## config.mk

```make
export PLATFORM = sky130hd
export DESIGN_NAME = sprq_isqrt_cell
export DESIGN_NICKNAME = d
export VERILOG_FILES = /design/src/sv/sprq_isqrt_cell.sv
export SDC_FILE = /design/constraint.sdc
export NUM_CORES = 1
export LEC_CHECK = 0
export ABC_AREA = 1
export BUFFER_PORTS_ARGS = -buffer_cell sky130_fd_sc_hd__buf_4
export CAP_MARGIN = 20
export CORE_MARGIN = 10
export CORE_UTILIZATION = 30
export DETAILED_ROUTE_END_ITERATION = 10
export PLACE_DENSITY = 0.62
export SLEW_MARGIN = 20
export SYNTH_ARGS = -nofsm -noshare
export SYNTH_HDL_FRONTEND = slang
export SYNTH_SLANG_ARGS = --single-unit
```

## constraint.sdc

```tcl
create_clock -name clock -period 4.6 [get_ports clock]
set_clock_uncertainty 0.1 [all_clocks]
set_input_delay 0.46 -clock clock [delete_from_list [all_inputs] [get_ports clock]]
set_output_delay 0.46 -clock clock [all_outputs]
set_load 0.01 [all_outputs]
```

## src/sv/sprq_isqrt_cell.sv

```systemverilog
// One cell of the pipelined integer square root: settles one root bit.
// No package dependencies; chained by sphere_ray_and_point_query.
module sprq_isqrt_cell #(
   parameter int XW  = 66,
   parameter int BIT = 0,
   parameter int SW  = 1
) (
   input  logic                clock,
   input  logic                enable,
   input  logic [XW-1:0]       rem_i,
   input  logic [XW/2-1:0]     root_i,
   input  logic [SW-1:0]       side_i,
   output logic [XW-1:0]       rem_o,
   output logic [XW/2-1:0]     root_o,
   output logic [SW-1:0]       side_o
);
   localparam int QW = XW / 2;

   logic [XW:0]   trial;
   logic          take;
   logic [XW-1:0] rem_ff, rem_in;
   logic [QW-1:0] root_ff, root_in;
   logic [SW-1:0] side_ff;

   // (root + 2^b)^2 - root^2 = root*2^(b+1) + 4^b
   assign trial = ((XW+1)'(root_i) << (BIT + 1)) + ((XW+1)'(1) << (2 * BIT));
   assign take  = {1'b0, rem_i} >= trial;

   always_comb begin
      rem_in  = rem_i;
      root_in = root_i;
      if (take) begin
         rem_in  = rem_i - trial[XW-1:0];
         root_in = root_i | (QW'(1) << BIT);
      end
   end

   always_ff @(posedge clock) begin
      if (enable) begin
         rem_ff  <= rem_in;
         root_ff <= root_in;
         side_ff <= side_i;
      end
   end

   assign rem_o  = rem_ff;
   assign root_o = root_ff;
   assign side_o = side_ff;
endmodule

```

==> summary.txt <==
Logic synthesis
  – Synth Flop Type: edfxtp_1
  – Yosys top cell by area: edfxtp_1
  – Synth top area share: 0.3745
  – Synth Register Bits: 100
  – Mapped cell area: 8019 sq um
  – Post-synth EDFFs: 100
  – Syn avg cell area: 6.997 sq um
  – Post-Syn Nets: 1283
  – Mapped Cells: roughly 1100
  – Synth async-reset ratio: 0
  – Yosys warnings: 0
  – Area contributors post-synth: edfxtp_1 37%, nand2_1 19%, inv_1 9.5%
  – Distinct cells, synth: 31
  – Seq/Total Area, Yosys: 0.3745

Timing
  – Slew Limit Fails: 0
  – Rel. slew slack: 0.4197
  – Setup WS post-layout: 1.530 ns
  – Crit path time final: slightly above 3 ns
  – Final hold violations: 0
  – Setup tns final: 0 ns
  – RSZ-0062 raised after global routing: false
  – Tcrit/Tclk final: 0.6674
  – Final Setup Violations: 0
  – Fmax: between 300 and 400 MHz
  – Worst-Margin Slew: 0.8704 ns

Placement
  – Final Wtd Congestion: 0.9720
  – Worst slack, placed: 1.163 ns
  – Dpl cells: 1675
  – PortBufs: 201
  – Hpwl dp: 25030 um

Die
  – Die Width: 183.5 um
  – Initial cell density of the core: 0.3060
  – Core area: 26210 sq um
  – Ports: roughly 200
  – Full die area: 33670 sq um
  – Die height: about 180 um
  – Num rows: 59

Pwr
  – Max rail drop VDD: between 0.0001 and 0.00015 V
  – Pwr/cell area: 281.1 nW/um^2
  – Lkg Pwr: 0.004903 uW

Global route
  – Global-route wire length before repair: 44720 um
  – Vias in the first global route: 7975
  – Initial antenna violation count: 2
  – Total track usage: 0.1726
  – Largest net degree at the start of global routing: 64
  – Grt total ovfl: 0

Critical path
  – CP Class: in -> reg
  – CP peak stage delay: ~0.45 ns
  – Worst Setup End Kind: register
  – CP required: between 4 and 5 ns
  – Startpoint Class: input port
  – CP max-delay cell: clkinv_2
  – Crit-path max FO: 26
  – CP cell instances: buf_4 -> ha_1 -> nand2_1 -> nor2_1 -> inv_2 -> nor2_2 -> inv_2 -> nor2_1 -> nand2_2 -> nand3_4 -> clkinv_2 -> buf_4 -> nand2_1 -> o21ai_0
  – WP data arrival: 3.08 ns

Layout
  – Filler Cell Count: between 2000 and 3000
  – P&R area growth vs syn: 27.32%
  – Footprint of the multi-input gates: ~4100 sq um
  – Fraction of layout cells with a size suffix above 1: 0.2124
  – Non-Filler Instances: 1692
  – NumNets Final: roughly 1500
  – Sequential cell area: 3003 sq um

Detailed routing
  – Via/cell ratio: 4.589
  – Antenna Nets Post-Route: 0
  – M1 WL: 13640 um
  – Top sig layer: met5
  – Routed via count: between 7000 and 8000
  – Drt drc: 0
  – TritonRoute pass-1 iters: 5
  – Starting DRT DRC Count: 496
  – Final WL: 29480 um
  – Routed met3 length: 1758 um
  – Length of routed met2 wiring: ~14000 um
  – Avg WL per Cell: 17.42 um

Clocking
  – CTS tree: yes
  – Clk sink count: 100
  – Num CTS Buffers: 9
  – CTS Root Cell: clkbuf_16
  – Clk buf depth: 2
  – H-tree Lvls: 3
  – # Post-CTS Setup Buffers: 0
  – Post-CTS Hold Buffers: 0
  – # resized after CTS: 0
  – Clock transition at path regs: 0.08 ns

Min path
  – HP Class: in -> reg

Run status
  – Status: completed

Flow run
  – Max_cap viols: 0
[state kept, by name (all words and copies together), names as in the netlist]
signal / cells
root_o: 33
rem_o: 66
side_o: 1
[per-stage QoR]
step	area, sq um	total power (uW)	hold WS [ns]	util
2_1_floorplan	8019	1606	0.4589	-
3_3_place_gp	9883	2008	0.5383	0.3771
3_5_place_dp	9883	2012	0.5413	0.3771
4_1_cts	10210	2893	0.1632	0.3895
5_1_grt	10210	3011	0.1588	0.3896
6_report	10210	2870	0.1635	0.3896
[synthesized netlist by cell type (all sizes together), types with 2 or more instances]
master,instances
a21oi,55
xor2,4
o21bai,6
xnor2,28
nand2,420
edfxtp,100
ha,34
nor4,3
nor2,136
nand4,18
nand3,49
buf,10
nor3b,2
nor3,9
nand3b,11
inv,213
o21ai,44
[per-layer routing]
layer  track usage  vias up
met3       0.03617       32
met4       0.04393        2
met1        0.2246     3518
met2        0.2850      198
met5             0        -
li1              -     4014
[cell type report]
cell class,instances,area share
diodes,1,0.0002451
clock buffers,9,0.02206
clock inverters,7,0.009681
inverters,213,0.07843
multi-input cells,823,0.4032
flip-flops and latches,100,0.2941
well taps,335,0.04105
repair buffers,204,0.1512
[path summary, 6_finish.rpt]
check,start,end,slack [ns],cells after the start
worst max-delay path,rem_i[33],rem_o[32],1.53,14
worst min-delay path,side_i,side_o,0.16,1
[kinds of logic after synthesis]
group	after synthesis	share of synthesized area
buf+inv	223	0.1122
compound gates	107	0.08707
fa+ha+maj	35	0.05555
flops	100	0.3745
simple gates	649	0.3358
xor+xnor	32	0.03495
[placed cells by master (no fill, tap or decap), types with 2 or more instances in the layout]
cell	netlist	layout
nand2_1	415	415
buf_4	0	203
inv_1	202	202
nor2_1	124	124
edfxtp_1	100	100
nand3_1	47	47
ha_1	34	34
a21oi_2	28	28
xnor2_1	28	28
a21oi_1	27	27
o21ai_1	22	22
nand4_1	18	18
o21ai_0	12	12
nand3b_1	11	11
inv_2	11	10
o21ai_2	10	10
nor3_1	9	9
clkbuf_16	0	9
nor2_2	8	8
o21bai_1	6	6
nand2_2	5	5
nor2_4	4	4
xor2_1	4	4
nor4_1	3	3
nor3b_1	2	2
bufinv_16	0	2
clkinvlp_4	0	2
[worst max-delay path: cells and delay by family]
kind / cells / cell delay (ns)
buffers and inverters: 5 / 1.11
AND/OR/NAND/NOR: 7 / 0.98
adder cells (fa/ha/maj): 1 / 0.43
AO/OA/AOI/OAI: 1 / 0.07
[report_power, final]
group / internal, uW / total (uW) / switching [uW]
Sequential: 1130 / 1150 / 28.8
Combinational: 346 / 831 / 486
Clock: 482 / 884 / 402
No activity file was read; power rests on OpenSTA's default activity.
